## config.mk

```make
export PLATFORM = sky130hd
export DESIGN_NAME = lfb_front
export DESIGN_NICKNAME = d
export VERILOG_FILES = /design/src/rtl/lfb_pkg.sv /design/src/rtl/lfb_front.sv
export SDC_FILE = /design/constraint.sdc
export NUM_CORES = 1
export LEC_CHECK = 0
export ABC_AREA = 0
export ABC_CLOCK_PERIOD_IN_PS = 4900
export BUFFER_PORTS_ARGS = -buffer_cell sky130_fd_sc_hd__buf_2
export CAP_MARGIN = 5
export CORE_MARGIN = 1.5
export CORE_UTILIZATION = 45
export CTS_BUF_LIST = sky130_fd_sc_hd__clkbuf_16
export DETAILED_ROUTE_END_ITERATION = 8
export PLACE_DENSITY_LB_ADDON = 0.12
export SYNTH_ARGS = -nofsm -noshare
export SYNTH_HDL_FRONTEND = slang
export SYNTH_SLANG_ARGS = --single-unit
```

## constraint.sdc

```tcl
create_clock -name clk_i -period 4.9 [get_ports clk_i]
set_clock_uncertainty 0.2 [all_clocks]
set_input_delay 0.98 -clock clk_i [delete_from_list [all_inputs] [get_ports clk_i]]
set_output_delay 0.98 -clock clk_i [all_outputs]
set_load 0.02 [all_outputs]
```

## src/rtl/lfb_pkg.sv

```systemverilog
// Package for the lagged Fibonacci byte generator: shared types, constants,
// the lag pair tables and the seeding phase encoding.
// Depends on nothing; all other files but lfb_ram refer to it by scope.
package lfb_pkg;

  // Field widths.
  localparam int unsigned CNT_W  = 7;   // byte_count field
  localparam int unsigned BYTE_W = 8;   // random_byte field
  localparam int unsigned WORD_W = 32;  // ring word
  localparam int unsigned DEG_W  = 11;  // degree and separation values
  localparam int unsigned WARM_W = 14;  // discard counter
  localparam int unsigned LAG_W  = 4;   // lag_type register

  // Bit position of the emitted byte inside a ring sum.
  localparam int unsigned BYTE_LSB = 23;

  // Seeding chain constants.
  localparam logic [WORD_W-1:0] LCG_MUL = 32'd1103515245;
  localparam logic [WORD_W-1:0] LCG_INC = 32'd12345;

  // Register reset values.
  localparam logic [WORD_W-1:0] SEED_RESET = 32'd1;
  localparam logic [LAG_W-1:0]  LAG_RESET  = 4'd0;

  // Register index taken from the word address.
  typedef enum logic {
    REG_SEED = 1'b0,
    REG_LAG  = 1'b1
  } reg_idx_e;

  // Burst queue between front and back.
  localparam int unsigned FQ_DEPTH = 2;
  localparam int unsigned FQ_PTR_W = 1;
  localparam int unsigned FQ_CNT_W = 2;

  // Result queue at the output.
  localparam int unsigned OQ_DEPTH = 4;
  localparam int unsigned OQ_PTR_W = 2;
  localparam int unsigned OQ_CNT_W = 3;

  // Seeding phases of the back end.
  typedef enum logic [1:0] {
    PH_FILL  = 2'd0,
    PH_MOD   = 2'd1,
    PH_WARM  = 2'd2,
    PH_READY = 2'd3
  } phase_e;

  // Head of the burst queue as seen by the back end.
  typedef struct packed {
    logic             valid;
    logic [CNT_W-1:0] count;
  } burst_req_t;

  // One stored result.
  typedef struct packed {
    logic [BYTE_W-1:0] rbyte;
    logic              last;
  } result_t;

  // Degree of each lag pair.
  function automatic logic [DEG_W-1:0] lag_degree(input logic [LAG_W-1:0] lag);
    logic [DEG_W-1:0] d;
    unique case (lag)
      4'd0:  d = 11'd401;
      4'd1:  d = 11'd433;
      4'd2:  d = 11'd487;
      4'd3:  d = 11'd673;
      4'd4:  d = 11'd641;
      4'd5:  d = 11'd809;
      4'd6:  d = 11'd857;
      4'd7:  d = 11'd967;
      4'd8:  d = 11'd1033;
      4'd9:  d = 11'd1063;
      4'd10: d = 11'd1129;
      4'd11: d = 11'd1153;
      4'd12: d = 11'd1223;
      4'd13: d = 11'd1249;
      4'd14: d = 11'd1367;
      4'd15: d = 11'd1423;
      default: d = 11'd401;
    endcase
    return d;
  endfunction

  // Separation of each lag pair; always below its degree.
  function automatic logic [DEG_W-1:0] lag_separation(input logic [LAG_W-1:0] lag);
    logic [DEG_W-1:0] s;
    unique case (lag)
      4'd0:  s = 11'd170;
      4'd1:  s = 11'd118;
      4'd2:  s = 11'd94;
      4'd3:  s = 11'd252;
      4'd4:  s = 11'd36;
      4'd5:  s = 11'd92;
      4'd6:  s = 11'd402;
      4'd7:  s = 11'd210;
      4'd8:  s = 11'd498;
      4'd9:  s = 11'd208;
      4'd10: s = 11'd208;
      4'd11: s = 11'd268;
      4'd12: s = 11'd588;
      4'd13: s = 11'd237;
      4'd14: s = 11'd134;
      4'd15: s = 11'd228;
      default: s = 11'd170;
    endcase
    return s;
  endfunction

endpackage

```

## src/rtl/lfb_front.sv

```systemverilog
// Front end: accepts requests, drops empty ones, clamps oversized counts and
// holds them in a two-entry burst queue. Depends on lfb_pkg.
module lfb_front #(
  parameter int unsigned MAX_BURST = 64
) (
  input  logic                       clk_i,
  input  logic                       rst_ni,
  input  logic                       push_i,
  input  logic [lfb_pkg::CNT_W-1:0]  byte_count_i,
  output logic                       full_o,
  output lfb_pkg::burst_req_t        req_o,
  input  logic                       req_pop_i
);

  logic [lfb_pkg::CNT_W-1:0]    q_mem [lfb_pkg::FQ_DEPTH];
  logic [lfb_pkg::FQ_PTR_W-1:0] wr_ptr_q;
  logic [lfb_pkg::FQ_PTR_W-1:0] rd_ptr_q;
  logic [lfb_pkg::FQ_CNT_W-1:0] cnt_q;
  logic [lfb_pkg::CNT_W-1:0]    clamped;
  logic                         enq;
  logic                         deq;

  // Classify the incoming item: a zero count is dropped, a large one clamped.
  assign clamped = (byte_count_i > lfb_pkg::CNT_W'(MAX_BURST)) ?
                   lfb_pkg::CNT_W'(MAX_BURST) : byte_count_i;
  assign full_o  = (cnt_q == lfb_pkg::FQ_CNT_W'(lfb_pkg::FQ_DEPTH));
  assign enq     = push_i && !full_o && (byte_count_i != '0);
  assign deq     = req_pop_i && (cnt_q != '0);

  // Queue pointers and fill level.
  always_ff @(posedge clk_i or negedge rst_ni) begin
    if (!rst_ni) begin
      wr_ptr_q <= '0;
      rd_ptr_q <= '0;
      cnt_q    <= '0;
    end else begin
      if (enq) begin
        wr_ptr_q <= wr_ptr_q + lfb_pkg::FQ_PTR_W'(1);
      end
      if (deq) begin
        rd_ptr_q <= rd_ptr_q + lfb_pkg::FQ_PTR_W'(1);
      end
      if (enq && !deq) begin
        cnt_q <= cnt_q + lfb_pkg::FQ_CNT_W'(1);
      end else if (deq && !enq) begin
        cnt_q <= cnt_q - lfb_pkg::FQ_CNT_W'(1);
      end
    end
  end

  // Queue storage.
  always_ff @(posedge clk_i) begin
    if (enq) begin
      q_mem[wr_ptr_q] <= clamped;
    end
  end

  assign req_o.valid = (cnt_q != '0);
  assign req_o.count = q_mem[rd_ptr_q];

endmodule

```

After elaboration in Yosys (flattened, before gate mapping):

Memories as Yosys holds them, arrays and structs flattened.
Cells that the tools add are included.

* register bits after elaboration: 4
* bits in writable memories: 14
* bits of input ports: 11
* output and inout bits: 9
* word-level logic and storage cells: 26
* memories: 1

Memory list
* q_mem: depth 2, bits a word 7, rd ports 1, clocked after Yosys merged registers in 0, wr ports 1, RTL line lfb_front.sv:15 `logic [lfb_pkg::CNT_W-1:0] q_mem [lfb_pkg::FQ_DEPTH];`

* $add $sub $neg: 4
* order comparisons: 1
* equal/unequal tests: 1
* mux-type cells: 5
* reductions and logical operators: 11

Operators by type and width (number)
* 7-bit greater-than comparator, second input constant: 1
* 7-bit two-way mux: 1
* 7-bit nonzero test: 1
* 1-bit logical AND: 5
* 2-bit two-way mux: 2
* 2-bit nonzero test: 2
* 1-bit zero test: 3
* 1-bit adder, second input constant: 2
* 2-bit by 1-bit adder with 2-bit output, second input constant: 1
* 2-bit equality test, second input constant: 1
* 1-bit two-way mux: 2
* 2-bit by 1-bit subtractor with 2-bit output, second input constant: 1

Longest topological paths before layout:

* depth after elaboration: 8
* gate-level depth with buffers: 6
* gate-level depth less buffers: 6

Least setup slack after synthesis:

Ideal clock, no wire load.

* path kind: input port to flip-flop
* start point: input byte_count_i[1] in the netlist's numbering
* end point: memory q_mem[0][0] in the netlist's numbering (enable)
* setup time: 0.365 ns
* arrival: 1.744 ns
* data required time: 4.335 ns
* slack: 2.592 ns
* stages on the path: 3
* buffers on the path: 0
* path through: nor3_1 a211oi_2 nor2b_1

* longest elaborated chain between the ends: 4

Ends and longest elaborated chain
* from (decl): RTL line lfb_front.sv:9 `input logic [lfb_pkg::CNT_W-1:0] byte_count_i,`
* 7-bit nonzero test: RTL line lfb_front.sv:27 `assign enq = push_i && !full_o && (byte_count_i != '0);`
* 1-bit logical AND: RTL line lfb_front.sv:27
* named net enq: RTL line lfb_front.sv:20 `logic enq;`
* 1-bit two-way mux: RTL line lfb_front.sv:53 `if (enq) begin`
* 1-bit two-way mux (implied by the code): RTL line lfb_front.sv:54 `q_mem[wr_ptr_q] <= clamped;`
* to (decl): RTL line lfb_front.sv:15

The timed path passes the listed nets, and every way through them passes these cells.

==> impl_metrics.tcl <==
set metrics [dict create \
    tightest_slew_ps 600 \
    synthesis.area_um2 777 \
    async_flop_share_pct 22.2 \
    ys_seq_elements 18 \
    nFillCells 128 \
    overflow 0 \
    fin_crit_sh_pct 51.1 \
    register_area_um2 520 \
    drv_slew 0 \
    grt_max_degree 11 \
    comb_power_share_pct 31.9 \
    critPathCaptureType "output pin" \
    cts_made_buffers 3 \
    max_stage_delay_ps 550 \
    post_cts_resized 0 \
    synthFlopType "edfxtp_1" \
    syn_nets 61 \
    vias 434 \
    holdBufCountCts 0 \
    cts.clk_slew.worst_paths_ps 50 \
    cp_cell_sequence "mux2_2, buf_2" \
    remaining_drc_errors 1 \
    p_sw_uw 183 \
    final_cell_mix "buf_2 (19), edfxtp_1 (14), mux2_2 (7)" \
    grt_pass1_vias 429 \
    grt_pass1_wl_um 1940 \
    swShare_pct 30.8 \
    vdd_drop_max_mv 0.316 \
    die_area_mm2 0.00199 \
    worstSkewPairLatency_ps 240 \
    relSlewSlack_pct 59.9 \
    drv_cap 0 \
    syn2layout_area_growth_pct 23.7 \
    min_period_ps 2500 \
    dr_wl_met2_um 520 \
    tritoncts "done" \
    cts_htree_levels 1 \
    yosys_warnings 0 \
    root_buffer "clkbuf_16" \
    final_common_cell "buf_2" \
    p_per_area_mw_per_mm2 618 \
    yosysSeqAreaShare_pct 67.0 \
    rsz0062_at_grt "no" \
    p_int_uw 411 \
    min_from "cnt_q[1]$_DFFE_PN0P_" \
    rows 14 \
    finalHoldViolCount 0 \
    crit_type "reg2out" \
    outcome "finished, violations left" \
    top_layer "met4" \
    setup_viol 0 \
    io_buffers 19 \
    hold_path_end "cnt_q[1]$_DFFE_PN0P_" \
    cp.arrival_ps 1320 \
    die_w_um 44.6 \
    wire_per_inst_um 13.0 \
    cts_post_setup_buffers_inserted 0 \
    multi_input_area_um2 243 \
    regToRegStartpoint "cnt_q[1]$_DFFE_PN0P_" \
    wl_met1_um 537 \
    antenna_found_initial 0 \
    synth_area_per_cell_um2 15.9 \
    drtPass1Iterations 5 \
    timing.rr.end "q_mem[0][5]$_DFFE_PP_" \
    cts_sinks 18 \
    worst_path_max_delay_cell "dfrtp_1" \
    violations "design-rule violations" \
    startpoint_type "register" \
    cp.required_ps 3720 \
    place.gp.congestion 0.666 \
    cp_max_fo 8 \
    dp_hpwl_um 858 \
    power_frac_seq_pct 41.7 \
    nets 83 \
    ys_types 17 \
    min_path_type "reg2reg" \
    cts_buffer_depth 2 \
    core_mm2 0.00156 \
    synth_edf_count 14 \
    fmax_mhz 400 \
    dr.first_iter.drc_count 3 \
    finalPower_uw 593 \
    grt_use_total_pct 14.4 \
    routed_via_density 5.05 \
    antenna_cells 0 \
    ant_nets 0 \
    initial_core_util_pct 49.8 \
    final_layout_size_suffix_gt1_share_pct 45.7 \
    die_y_um 44.6 \
    clkPwrFrac_pct 26.4 \
    reg2reg_depth 3 \
    worstHoldPathCells 1 \
    power_leakage_uw 0.000404 \
    io_pins 20 \
    met3_length_um 53 \
    ff2ff_setup_slack_ps 2990 \
    drt_wl_total_um 1120 \
    fin_tns_setup_ps 0 \
    synthCells 49 \
]
## area by class of cell
class                   instances  share of cell area, %
well taps                      16                   2.08
clock buffers                   3                   7.81
inverters                       1                  0.391
clock inverters                 1                  0.391
flip-flops and latches         18                   54.2
repair buffers                 19                   9.90
multi-input cells              28                   25.3
## critical path, delay by kind of cell, from the launching register on
family   cells  cell delay [ps]
flops        1              550
mux          1              380
buf+inv      1              160
## cell families after synthesis
family	share of synthesized area (%)
flip-flops	67.0
XOR/XNOR	5.64
buffers and inverters	1.77
AO/OA/AOI/OAI	1.61
adder cells (fa/ha/maj)	1.61
AND/OR/NAND/NOR	12.2
multiplexers	10.1
## synth_stat cells (2+ instances only)
master,n,area (um^2)
and2b_1,6,45.0
buf_2,2,10.0
dfrtp_1,4,100
edfxtp_1,14,420
mux2_2,7,78.8
nor2b_1,2,12.5
xnor2_1,2,17.5
xor2_1,3,26.3
## power groups by stage
stage                     logic (uW)  clock network (uW)  registers, uW
after global placement           192                   0            249
after CTS                        193                 162            248
final                            189                 157            247
after global routing             207                 169            254
after detailed placement         193                   0            250
after floorplan                  158                   0            232
## per-stage QoR
stage / area, um^2 / setup WS (ps) / cells / utilization [%] / hold slack [ps]
3_3_place_gp: 882 / 2310 / 82 / 56.6 / 273
3_5_place_dp: 882 / 2270 / 82 / 56.6 / 275
6_report: 961 / 2400 / 86 / 61.6 / 285
4_1_cts: 961 / 2380 / 86 / 61.6 / 289
2_1_floorplan: 777 / 2590 / 49 / - / 248
5_1_grt: 961 / 2330 / 86 / 61.6 / 304
## per-layer routing
| layer | GRT usage [%] | vias to the layer above |
|---|---|---|
| met5 | 0 | - |
| met4 | 9.09 | 0 |
| met3 | 3.67 | 2 |
| met2 | 20.9 | 12 |
| met1 | 19.1 | 205 |
| li1 | - | 215 |
## worst max path at each step
stage	depth (start not counted)	slack (ps)	startpoint	endpoint
global route	2	2330	rd_ptr_q$_DFFE_PN0P_	req_o[4]
floorplan	3	2590	byte_count_i[1]	q_mem[0][0]$_DFFE_PP_
finish	2	2400	rd_ptr_q$_DFFE_PN0P_	req_o[6]
detailed placement	4	2270	byte_count_i[6]	q_mem[0][1]$_DFFE_PP_
CTS	2	2380	rd_ptr_q$_DFFE_PN0P_	req_o[6]
global placement	4	2310	byte_count_i[6]	q_mem[0][5]$_DFFE_PP_
## flip-flops by register name, summed over array words and instances (netlist names)
| register | count |
|---|---|
| rd_ptr_q | 1 |
| cnt_q | 2 |
| wr_ptr_q | 1 |
| q_mem | 14 |
(Power assumes the default switching activity.)
